[src/sv/multilinear_unit_cube_interp_unit_defines.svh]
// Assertion macros for the multilinear unit cube interpolator.
// Included by the top level; needs a clock named clock and a reset named reset in scope.
`ifndef MULTILINEAR_UNIT_CUBE_INTERP_UNIT_DEFINES_SVH
`define MULTILINEAR_UNIT_CUBE_INTERP_UNIT_DEFINES_SVH
`ifndef SYNTH
// Condition that must hold at every clock edge outside reset.
`define MUCI_ASSERT(label, expr, msg) \
   label: assert property (@(posedge clock) disable iff (reset) (expr)) else $error(msg);
// Overlapping implication checked at every clock edge outside reset.
`define MUCI_ASSERT_IMP(label, ante, cons, msg) \
   label: assert property (@(posedge clock) disable iff (reset) (ante) |-> (cons)) \
      else $error(msg);
// Implication whose consequent is checked in the cycle after the antecedent.
`define MUCI_ASSERT_NEXT(label, ante, cons, msg) \
   label: assert property (@(posedge clock) disable iff (reset) (ante) |=> (cons)) \
      else $error(msg);
`else
`define MUCI_ASSERT(label, expr, msg)
`define MUCI_ASSERT_IMP(label, ante, cons, msg)
`define MUCI_ASSERT_NEXT(label, ante, cons, msg)
`endif
`endif

[src/sv/muci_pkg.sv]
// Shared widths, constants and the pipeline control bundle of the interpolator.
// No dependencies; used by the lane, the merge stage and the top level.
`timescale 1ns / 1ps

package muci_pkg;

   localparam int COORD_W    = 17;
   localparam int VALUE_W    = 16;
   localparam int FRAC_W     = 16;
   localparam int MAX_AXES   = 3;
   localparam int PROD_W     = 32;
   localparam int PAIR_W     = PROD_W + 1;
   localparam int SUM_W      = PROD_W + 4;
   localparam int NUM_STAGES = 6;

   // Lane stages 0..3, merge stages 4..5.
   localparam int ST_MERGE_PAIR = 4;
   localparam int ST_MERGE_OUT  = 5;

   localparam logic [COORD_W-1:0] ONE_Q16 = COORD_W'(1 << FRAC_W);
   localparam logic [VALUE_W-1:0] VALUE_MAX = {1'b0, {(VALUE_W-1){1'b1}}};
   localparam logic [VALUE_W-1:0] VALUE_MIN = {1'b1, {(VALUE_W-1){1'b0}}};

   // Per-stage load enables and the decoded dimension setting.
   typedef struct packed {
      logic [NUM_STAGES-1:0] adv;
      logic [1:0]            eff_dims;
      logic                  use_axis1;
      logic                  use_axis2;
   } ctrl_type;

endpackage

[src/sv/muci_merge.sv]
// Merge stage: adds the lane products, rounds to nearest and saturates to 16 bits.
// Depends on muci_pkg; fed by the muci_lane instances in the top level.
`timescale 1ns / 1ps

module muci_merge
   import muci_pkg::*;
#(
   parameter int NUM_LANES = 8
) (
   input  logic                              clock,
   input  ctrl_type                          ctrl,
   input  logic [NUM_LANES-1:0][PROD_W-1:0]  product,
   output logic [VALUE_W-1:0]                interpolated
);

   localparam int NUM_PAIRS = NUM_LANES / 2;
   localparam int Q_W       = SUM_W - FRAC_W;

   logic [NUM_PAIRS-1:0][PAIR_W-1:0] pair_ff, pair_in;
   logic signed [SUM_W-1:0]          sum, rounded;
   logic signed [Q_W-1:0]            q;
   logic [VALUE_W-1:0]               result_ff, result_in;

   // First level of the adder tree: neighboring lanes in pairs.
   always_comb begin
      for (int p = 0; p < NUM_PAIRS; p++) begin
         pair_in[p] = {product[2*p][PROD_W-1], product[2*p]}
                    + {product[2*p+1][PROD_W-1], product[2*p+1]};
      end
   end

   always_ff @(posedge clock) begin
      if (ctrl.adv[ST_MERGE_PAIR]) begin
         pair_ff <= pair_in;
      end
   end

   // Second level: total, round half up, then clamp to the sample range.
   always_comb begin
      sum = '0;
      for (int p = 0; p < NUM_PAIRS; p++) begin
         sum = sum + $signed({{(SUM_W-PAIR_W){pair_ff[p][PAIR_W-1]}}, pair_ff[p]});
      end
      rounded = sum + $signed(SUM_W'(1 << (FRAC_W - 1)));
      q       = rounded[SUM_W-1:FRAC_W];
      if (q > $signed({{(Q_W-VALUE_W){1'b0}}, VALUE_MAX})) begin
         result_in = VALUE_MAX;
      end else if (q < $signed({{(Q_W-VALUE_W){1'b1}}, VALUE_MIN})) begin
         result_in = VALUE_MIN;
      end else begin
         result_in = q[VALUE_W-1:0];
      end
   end

   always_ff @(posedge clock) begin
      if (ctrl.adv[ST_MERGE_OUT]) begin
         result_ff <= result_in;
      end
   end

   assign interpolated = result_ff;

endmodule
[config.mk]
export PLATFORM = sky130hd
export DESIGN_NAME = muci_merge
export DESIGN_NICKNAME = d
export VERILOG_FILES = /design/src/sv/multilinear_unit_cube_interp_unit_defines.svh /design/src/sv/muci_pkg.sv /design/src/sv/muci_merge.sv
export SDC_FILE = /design/constraint.sdc
export NUM_CORES = 1
export LEC_CHECK = 0
export BUFFER_PORTS_ARGS = -buffer_cell sky130_fd_sc_hd__buf_2
export CAP_MARGIN = 10
export CORE_MARGIN = 2
export CORE_UTILIZATION = 30
export CTS_CLUSTER_SIZE = 12
export DETAILED_ROUTE_END_ITERATION = 6
export GPL_ROUTABILITY_DRIVEN = 0
export MAX_ROUTING_LAYER = met4
export SETUP_SLACK_MARGIN = 0.4
export SLEW_MARGIN = 20
export SYNTH_ARGS = -nofsm -noshare
export SYNTH_HDL_FRONTEND = slang
export SYNTH_SLANG_ARGS = --single-unit
[constraint.sdc]
create_clock -name clock -period 5.75 [get_ports clock]
set_input_delay 1.15 -clock clock [delete_from_list [all_inputs] [get_ports clock]]
set_output_delay 1.15 -clock clock [all_outputs]
set_load 0.02 [all_outputs]
==> qor.yml <==
status: "completed"
synth_most_common_cell: "inv_1"
path_clk_slew_ns: 0.07
async_flop_share_pct: 0
antenna_found_initial: 6
ys_seq_area_share_pct: 30.7
grt_overflow: 0
hold_viol_final: 0
fin_crit_sh_pct: 82.6
start_util_pct: 30.4
synth-compound-area-share_pct: 19.4
rsz0062_at_grt: "no"
muxShareOfSynthArea_pct: 0.207
worst_pin_slew_ns: 0.908
fp-row-count: 80
cts_tree: "yes"
avgViaCountPerCell: 4.91
ys.flop_type: "edfxtp_1"
layout-drive-gt1-share_pct: 18.1
core_um2: 47600
drc: 0
routed_wl_um: 40000
drtIter0Drc: 781
postCtsSetupRepairBufs: 0
synth_nets: 2007
synthSimpleGateAreaFrac_pct: 10.4
relSlewSlack_pct: 39.4
synth.distinct_cells: 71
worst-setup-path-type: "reg -> reg"
worst_ep_arrival_time_ns: 4.94
max_cap_violations: 0
synth_common_cells: "212 x inv_1, 193 x ha_1, 148 x edfxtp_1"
cts_max_path_buffers: 2
drtAntennaViolNets: 0
hold_buffers: 0
ys_ff_latch: 148
layout-area-overhead-vs-synth_pct: 18.8
ff2ff_path_depth: 15
p_total_w: 0.00761
crit_path_end_kind: "flop"
maxSlewViolCount: 0
synth_edf_count: 148
reg2reg_to: "interpolated[13]$_SDFFCE_PN1P_"
synth_xor_area_share_pct: 6.96
synthesis.area_um2: 14500
clkLatencyLatePin_ns: 0.43
ir_drop_mv: 0.297
portBuffers: 274
placed_cell_area_um2: 16600
fin_tns_setup_ns: 0
dr.pass1.iters: 5
track_usage_pct: 16.5
cts_resized: 0
clock-sinks: 148
dp_cells: 2355
start_kind: "flop"
cp-endpoint: "interpolated[13]$_SDFFCE_PN1P_"
die_w_um: 224
total_leakage_power_nw: 8.24
cts_root_buf: "clkbuf_16"
holdCritPathClass: "in -> reg"
ys.warnings.count: 0
worstPathRequired_ns: 5.94
timing.critical_path.from: "pair_ff[5]$_DFFE_PP_"
final_cells: 2392
powerDensity_nw_per_um2: 443
htree_levels: 4
dpl.hpwl_um: 33800
r2r_slack_ns: 1.00
setup_violations: 0
synth_top_area_cell: "edfxtp_1"
cts_made_buffers: 17
synthAdderAreaFrac_pct: 26.4
grt_pass1_vias: 11800
final_area_um2: 17200
synth_top_area_share_pct: 30.7
die_h_um: 224
grt_pass1_wl_um: 62700
fin_skew_ns: 0.0127
final_util_pct: 36.1
cp_max_fo: 15
dieArea_um2: 50000
grt_max_degree: 97
wl_per_cell_um: 16.7
fin_nets: 2289
io_pins: 283
n_fill_cell: 4795
fmax_mhz: 211
syn_area_per_cell_um2: 9.80
timing.final.crit_period_ns: 4.75
synth_top_family_by_area: "adder cells"
via_count: 11700
synth_cells: 1477
ys_top_cells_by_area: "edfxtp_1 31%, ha_1 17%, fa_1 9.7%, inv_1 5.5%, xnor2_1 4.7%"
r2r-start: "pair_ff[5]$_DFFE_PP_"
worst max-delay path, stage by stage (launching register included):
cell	delay (ns)
edfxtp_1	0.39
inv_1	0.08
fa_1	0.53
inv_1	0.05
fa_1	0.46
ha_1	0.32
ha_1	0.30
nand4b_1	0.10
nor3_1	0.33
o311a_1	0.30
o311ai_2	0.15
a21oi_1	0.28
a31o_2	0.25
a211oi_2	0.08
o41a_1	0.63
a21o_1	0.25
state kept, by name, indices dropped and copies added (netlist names):
register,flops
pair_ff,132
interpolated,16
layer usage:
metal	vias up	share of wire, %	wire length [um]	track usage [%]
met4	0	2.1	854	5.20
met5	-	0	0	-
met3	44	3.1	1240	1.40
li1	5877	-	-	-
met1	5532	49	19700	22.5
met2	296	45	18200	26.0
worst min path at each step:
stage | startpoint | to | slack [ns] | cells past startpoint
after floorplan | pair_ff[114]$_DFFE_PP_ | interpolated[0]$_SDFFCE_PN1P_ | 1.01 | 4
after global placement | pair_ff[114]$_DFFE_PP_ | interpolated[0]$_SDFFCE_PN1P_ | 1.12 | 4
after detailed placement | pair_ff[114]$_DFFE_PP_ | interpolated[0]$_SDFFCE_PN1P_ | 1.09 | 4
after CTS | product[224] | pair_ff[99]$_DFFE_PP_ | 0.99 | 2
after global routing | product[224] | pair_ff[99]$_DFFE_PP_ | 1.01 | 2
final | product[224] | pair_ff[99]$_DFFE_PP_ | 1.01 | 2
placed cells by master, fill, tap and decap left out, types with 26 or more instances in the layout:
cell type	count
o21ai_0	51
ha_1	193
a21oi_1	113
xor2_1	37
fa_1	70
edfxtp_1	148
nor2b_1	26
nand2_1	59
nor2_1	85
xnor2_1	78
inv_1	212
nor3_1	27
buf_2	273
a21o_1	90
metrics by stage:
stage,hold WS [ns],setup slack (ns)
after floorplan,1.01,1.47
after global placement,1.12,0.979
after detailed placement,1.09,0.911
after CTS,0.992,0.897
after global routing,1.01,0.619
final,1.01,1.00
power by group:
group / total [W] / internal, W / switching, W
Combinational: 0.00482 / 0.00209 / 0.00273
Clock: 0.00112 / 0.000619 / 0.000504
Sequential: 0.00167 / 0.00160 / 0.0000764
Total: 0.00761 / 0.00430 / 0.00331
cell families (layout without fill, tap and decap cells):
kind of cell,Yosys count,count (layout)
AOI/OAI and AO/OA,418,418
and+or+nand+nor,304,304
adders and majority gates,263,263
buffers and inverters,226,521
DFF,148,148
xor gates and xnor gates,115,115
muxes,3,3
other,0,5
layout make-up:
cell class	instances	area [um^2]	area share, %
repair buffers	277	1400	8.14
clock inverters	15	171	0.997
multi-input cells	1103	9170	53.4
clock buffers	17	425	2.47
flip-flops and latches	148	4440	25.9
diodes	5	12.5	0.0728
well taps	615	769	4.48
inverters	212	796	4.63
Power figures use the tool's default switching activity.
