--- config.mk ---
export PLATFORM = sky130hd
export DESIGN_NAME = muci_lane
export DESIGN_NICKNAME = d
export VERILOG_FILES = /design/src/sv/multilinear_unit_cube_interp_unit_defines.svh /design/src/sv/muci_pkg.sv /design/src/sv/muci_lane.sv
export SDC_FILE = /design/constraint.sdc
export NUM_CORES = 2
export LEC_CHECK = 0
export ABC_AREA = 1
export BUFFER_PORTS_ARGS = -buffer_cell sky130_fd_sc_hd__buf_2
export CAP_MARGIN = 0
export CORE_MARGIN = 8
export CORE_UTILIZATION = 35
export CTS_CLUSTER_SIZE = 25
export DETAILED_ROUTE_END_ITERATION = 12
export SYNTH_ARGS = -nofsm -noshare
export SYNTH_HDL_FRONTEND = slang
export SYNTH_SLANG_ARGS = --single-unit
--- constraint.sdc ---
create_clock -name clock -period 6.55 [get_ports clock]
set_input_delay 0 -clock clock [delete_from_list [all_inputs] [get_ports clock]]
set_output_delay 0 -clock clock [all_outputs]
set_load 0.03 [all_outputs]
--- src/sv/multilinear_unit_cube_interp_unit_defines.svh ---
// Assertion macros for the multilinear unit cube interpolator.
// Included by the top level; needs a clock named clock and a reset named reset in scope.
`ifndef MULTILINEAR_UNIT_CUBE_INTERP_UNIT_DEFINES_SVH
`define MULTILINEAR_UNIT_CUBE_INTERP_UNIT_DEFINES_SVH
`ifndef SYNTH
// Condition that must hold at every clock edge outside reset.
`define MUCI_ASSERT(label, expr, msg) \
   label: assert property (@(posedge clock) disable iff (reset) (expr)) else $error(msg);
// Overlapping implication checked at every clock edge outside reset.
`define MUCI_ASSERT_IMP(label, ante, cons, msg) \
   label: assert property (@(posedge clock) disable iff (reset) (ante) |-> (cons)) \
      else $error(msg);
// Implication whose consequent is checked in the cycle after the antecedent.
`define MUCI_ASSERT_NEXT(label, ante, cons, msg) \
   label: assert property (@(posedge clock) disable iff (reset) (ante) |=> (cons)) \
      else $error(msg);
`else
`define MUCI_ASSERT(label, expr, msg)
`define MUCI_ASSERT_IMP(label, ante, cons, msg)
`define MUCI_ASSERT_NEXT(label, ante, cons, msg)
`endif
`endif

--- src/sv/muci_pkg.sv ---
// Shared widths, constants and the pipeline control bundle of the interpolator.
// No dependencies; used by the lane, the merge stage and the top level.
`timescale 1ns / 1ps

package muci_pkg;

   localparam int COORD_W    = 17;
   localparam int VALUE_W    = 16;
   localparam int FRAC_W     = 16;
   localparam int MAX_AXES   = 3;
   localparam int PROD_W     = 32;
   localparam int PAIR_W     = PROD_W + 1;
   localparam int SUM_W      = PROD_W + 4;
   localparam int NUM_STAGES = 6;

   // Lane stages 0..3, merge stages 4..5.
   localparam int ST_MERGE_PAIR = 4;
   localparam int ST_MERGE_OUT  = 5;

   localparam logic [COORD_W-1:0] ONE_Q16 = COORD_W'(1 << FRAC_W);
   localparam logic [VALUE_W-1:0] VALUE_MAX = {1'b0, {(VALUE_W-1){1'b1}}};
   localparam logic [VALUE_W-1:0] VALUE_MIN = {1'b1, {(VALUE_W-1){1'b0}}};

   // Per-stage load enables and the decoded dimension setting.
   typedef struct packed {
      logic [NUM_STAGES-1:0] adv;
      logic [1:0]            eff_dims;
      logic                  use_axis1;
      logic                  use_axis2;
   } ctrl_type;

endpackage

--- src/sv/muci_lane.sv ---
// One corner lane: builds the corner weight axis by axis and scales the corner sample.
// Depends on muci_pkg; instantiated once per corner by the top level.
`timescale 1ns / 1ps

module muci_lane
   import muci_pkg::*;
#(
   parameter int LANE = 0
) (
   input  logic                               clock,
   input  ctrl_type                           ctrl,
   input  logic [MAX_AXES-1:0][COORD_W-1:0]   coord,
   input  logic [VALUE_W-1:0]                 sample,
   output logic [PROD_W-1:0]                  product
);

   localparam logic BIT0 = 1'((LANE % 2) == 1);
   localparam logic BIT1 = 1'(((LANE / 2) % 2) == 1);
   localparam logic BIT2 = 1'(((LANE / 4) % 2) == 1);

   logic [COORD_W-1:0] f0, f1, f2;
   logic [COORD_W-1:0] w0_ff, f1_ff, f2_ff;
   logic [VALUE_W-1:0] smp0_ff;
   logic [COORD_W-1:0] w1_ff, f2b_ff, w1_in;
   logic [VALUE_W-1:0] smp1_ff;
   logic [COORD_W-1:0] w2_ff, w2_in;
   logic [VALUE_W-1:0] smp2_ff;
   logic [PROD_W-1:0]  prod_ff, prod_in;
   logic [2*COORD_W-1:0] mul1, mul2;
   logic [3:0]         corners;

   // Each axis factor is x when this corner's index bit is set, else one minus x.
   assign f0 = BIT0 ? coord[0] : ONE_Q16 - coord[0];
   assign f1 = BIT1 ? coord[1] : ONE_Q16 - coord[1];
   assign f2 = BIT2 ? coord[2] : ONE_Q16 - coord[2];

   // Stage 0: capture the word; the axis 0 factor is the starting weight.
   always_ff @(posedge clock) begin
      if (ctrl.adv[0]) begin
         w0_ff   <= f0;
         f1_ff   <= f1;
         f2_ff   <= f2;
         smp0_ff <= sample;
      end
   end

   // Stage 1: fold in axis 1, truncating to 16 fractional bits.
   assign mul1  = {{COORD_W{1'b0}}, w0_ff} * {{COORD_W{1'b0}}, f1_ff};
   assign w1_in = ctrl.use_axis1 ? mul1[FRAC_W +: COORD_W] : w0_ff;

   always_ff @(posedge clock) begin
      if (ctrl.adv[1]) begin
         w1_ff   <= w1_in;
         f2b_ff  <= f2_ff;
         smp1_ff <= smp0_ff;
      end
   end

   // Stage 2: fold in axis 2.
   assign mul2  = {{COORD_W{1'b0}}, w1_ff} * {{COORD_W{1'b0}}, f2b_ff};
   assign w2_in = ctrl.use_axis2 ? mul2[FRAC_W +: COORD_W] : w1_ff;

   always_ff @(posedge clock) begin
      if (ctrl.adv[2]) begin
         w2_ff   <= w2_in;
         smp2_ff <= smp1_ff;
      end
   end

   // Stage 3: scale the sample; corners beyond the configured count give zero.
   assign corners = 4'(1) << ctrl.eff_dims;
   assign prod_in = (4'(LANE) < corners)
      ? PROD_W'($signed({{(PROD_W-VALUE_W){smp2_ff[VALUE_W-1]}}, smp2_ff})
         * $signed({{(PROD_W-COORD_W){1'b0}}, w2_ff}))
      : '0;

   always_ff @(posedge clock) begin
      if (ctrl.adv[3]) begin
         prod_ff <= prod_in;
      end
   end

   assign product = prod_ff;

endmodule

==> flow_summary.toml <==
[placement]
gp_congestion = 0.916
port_buffers = 105
place_hpwl_um = 74100

[sta]
rsz0062_at_grt = "false"
setup_viol = 0
max_freq_mhz = 164
tightest_slew_ps = 1100
hold_viol = 0
finalCriticalPeriod_ps = 6090
slew_violations = 0
fin_crit_sh_pct = 93.0
finalSetupTns_ps = 0
max_slew_margin_pct = 26.4
fin_skew_ps = 31.4

[detailed_routing]
vias_per_cell = 4.63
dr.pass1.iters = 5
route.detailed.drc = 0
wl_per_cell_um = 15.1
ant_nets = 0
drtIter0Drc = 1665
num_vias = 28000
wirelength_um = 90900

[yosys]
syn_inst = 4574
syn-cell-area_um2 = 36500
synth_flop_cell = "edfxtp_1"
seq_area_frac_synth_pct = 15.0
synth.distinct_cells = 42
syn_nets = 5622
ys_ff_latch = 182
yosysWarningCount = 0
postSynth.asyncResetShare_pct = 0
syn_avg_cell_area_um2 = 7.98
synth_edf_count = 182

[setup_path]
worstSetupPathType = "reg -> reg"
cp_top_family = "adder cells"
endpoint_kind = "register"
cpMostUsedCell = "fa_1"
worstPathArrival_ps = 6320
cp_num_buf_inv = 5
cp_max_fo = 16
cp-start-kind = "register"
crit_path_max_incr_delay_ps = 1080
required_ps = 6780
slowest_stage = "edfxtp_1"
cp_cell_sequence = "nand2_1 -> fa_1 -> inv_1 -> fa_1 -> fa_1 -> fa_1 -> fa_1 -> inv_1 -> fa_1 -> inv_1 -> ha_1 -> nand2_1 -> inv_1 -> nand2_1 -> inv_1 -> nand2_1 -> nand3_1 -> a21oi_1 -> nand3_1 -> nand3_1 -> nand2_1"

[grt]
grt_max_degree = 68
grt_pass1_vias = 29900
grt_first_pass_wirelength_um = 152000
overflow = 0
grt_usage_pct = 16.2
antenna_found_initial = 6

[final_layout]
fin_nets = 5684
layout.cells.most_common = "inv_1"
area_growth_pct = 9.26
layout_common_cells = "inv_1 (1361), nand2_1 (1268), fa_1 (650), ha_1 (320), edfxtp_1 (182)"
utilization_pct = 38.6
drive_gt1_share_pct = 4.95

[floorplanning]
die_w_um = 339
num_rows = 118
start_util_pct = 35.3
core_area_um2 = 103000
dieArea_um2 = 115000
pin_count = 110
die_h_um = 339

[clock_network]
clk_latency_ps = 510
numCtsBuffers = 17
cts_tree = "done"
path_clk_slew_ps = 80
clock-sinks = 182
post_cts_resized = 0
clockBufferDepth = 2
ctsRootBufferMaster = "clkbuf_16"
htreeDepth = 4

[worst_hold_path]
hold_class = "in -> reg"

[run_status]
status = "finished clean"

[flow_run]
drv_cap = 0
metrics by stage:
stage               cell area, um2  hold WS (ps)  instances  setup slack, ps
finish                       39900          46.8       6032              457
global route                 39900          46.4       6032              149
CTS                          39900          11.7       6029              489
detailed placement           38300           178       5902              508
global placement             38300           178       5902              480
floorplan                    36500          98.9       4574             1060
final cells by class:
type | instances | area, um2
repair buffers | 245 | 1820
diodes | 3 | 7.51
clock inverters | 15 | 170
flip-flops and latches | 182 | 5470
multi-input cells | 2827 | 25200
inverters | 1363 | 5120
fillers | 10500 | 63600
well taps | 1380 | 1730
clock buffers | 17 | 425
Yosys cell counts, types with 2 or more instances:
cell / n / area share, %
a21o_1: 4 / 0.082
a21oi_1: 92 / 1.3
a31oi_1: 6 / 0.10
and3_1: 3 / 0.051
buf_1: 2 / 0.021
buf_2: 4 / 0.055
clkbuf_1: 195 / 2.0
clkinv_1: 2 / 0.021
edfxtp_1: 182 / 15
fa_1: 650 / 36
ha_1: 320 / 11
inv_1: 1361 / 14
nand2_1: 1268 / 13
nand2_2: 7 / 0.12
nand3_1: 103 / 1.4
nand3_2: 6 / 0.16
nand3b_1: 5 / 0.10
nand4_1: 21 / 0.36
nor2_1: 120 / 1.2
nor2_2: 5 / 0.086
nor2_4: 6 / 0.19
nor3_1: 23 / 0.32
nor3_2: 7 / 0.19
nor3_4: 2 / 0.089
nor4_1: 8 / 0.14
o21a_1: 2 / 0.041
o21ai_0: 58 / 0.79
o21ai_2: 2 / 0.048
o21bai_1: 9 / 0.19
or2_1: 3 / 0.051
or2_2: 10 / 0.17
xnor2_1: 27 / 0.65
xor2_1: 52 / 1.2
tightest hold or removal path, stage by stage:
cell and delay (ps):
buf_2 230, nand2_1 110, nand2_1 40
cells by family after synthesis:
logic type | Yosys count | share of synthesized area (%)
flops | 182 | 15.0
simple gates | 1600 | 17.8
compound gates | 177 | 2.60
buf+inv | 1565 | 16.1
xor+xnor | 80 | 1.94
fa+ha+maj | 970 | 46.6
state kept, by name, summed over array words and instances, names as in the netlist:
register  cells
product      32
w1_ff        17
smp1_ff      16
smp2_ff      16
smp0_ff      16
w0_ff        17
f1_ff        17
w2_ff        17
f2_ff        17
f2b_ff       17
layer usage:
metal  part of all wire [%]  global-route usage (%)
met2                     48                    28.2
met1                     44                    20.7
met4                    2.8                    4.94
met3                    5.1                    2.51
met5                      0                       0
final timing paths:
check	start	end	slack, ps	cells past startpoint
max	w1_ff[4]$_DFFE_PP_	w2_ff[12]$_DFFE_PP_	460	21
min	ctrl[0]	w2_ff[1]$_DFFE_PP_	50	3
max reg2reg	w1_ff[4]$_DFFE_PP_	w2_ff[12]$_DFFE_PP_	460	21
min reg2reg	f2_ff[16]$_DFFE_PP_	f2b_ff[16]$_DFFE_PP_	410	0
repair_timing:
item,in CTS,in global routing
endpoints found under the hold margin,67,0
buffers inserted,0,0
hold buffers,95,0
Power is not shown: default switching activity piles up to over one toggle a cycle in this logic, so the estimate is an artifact.
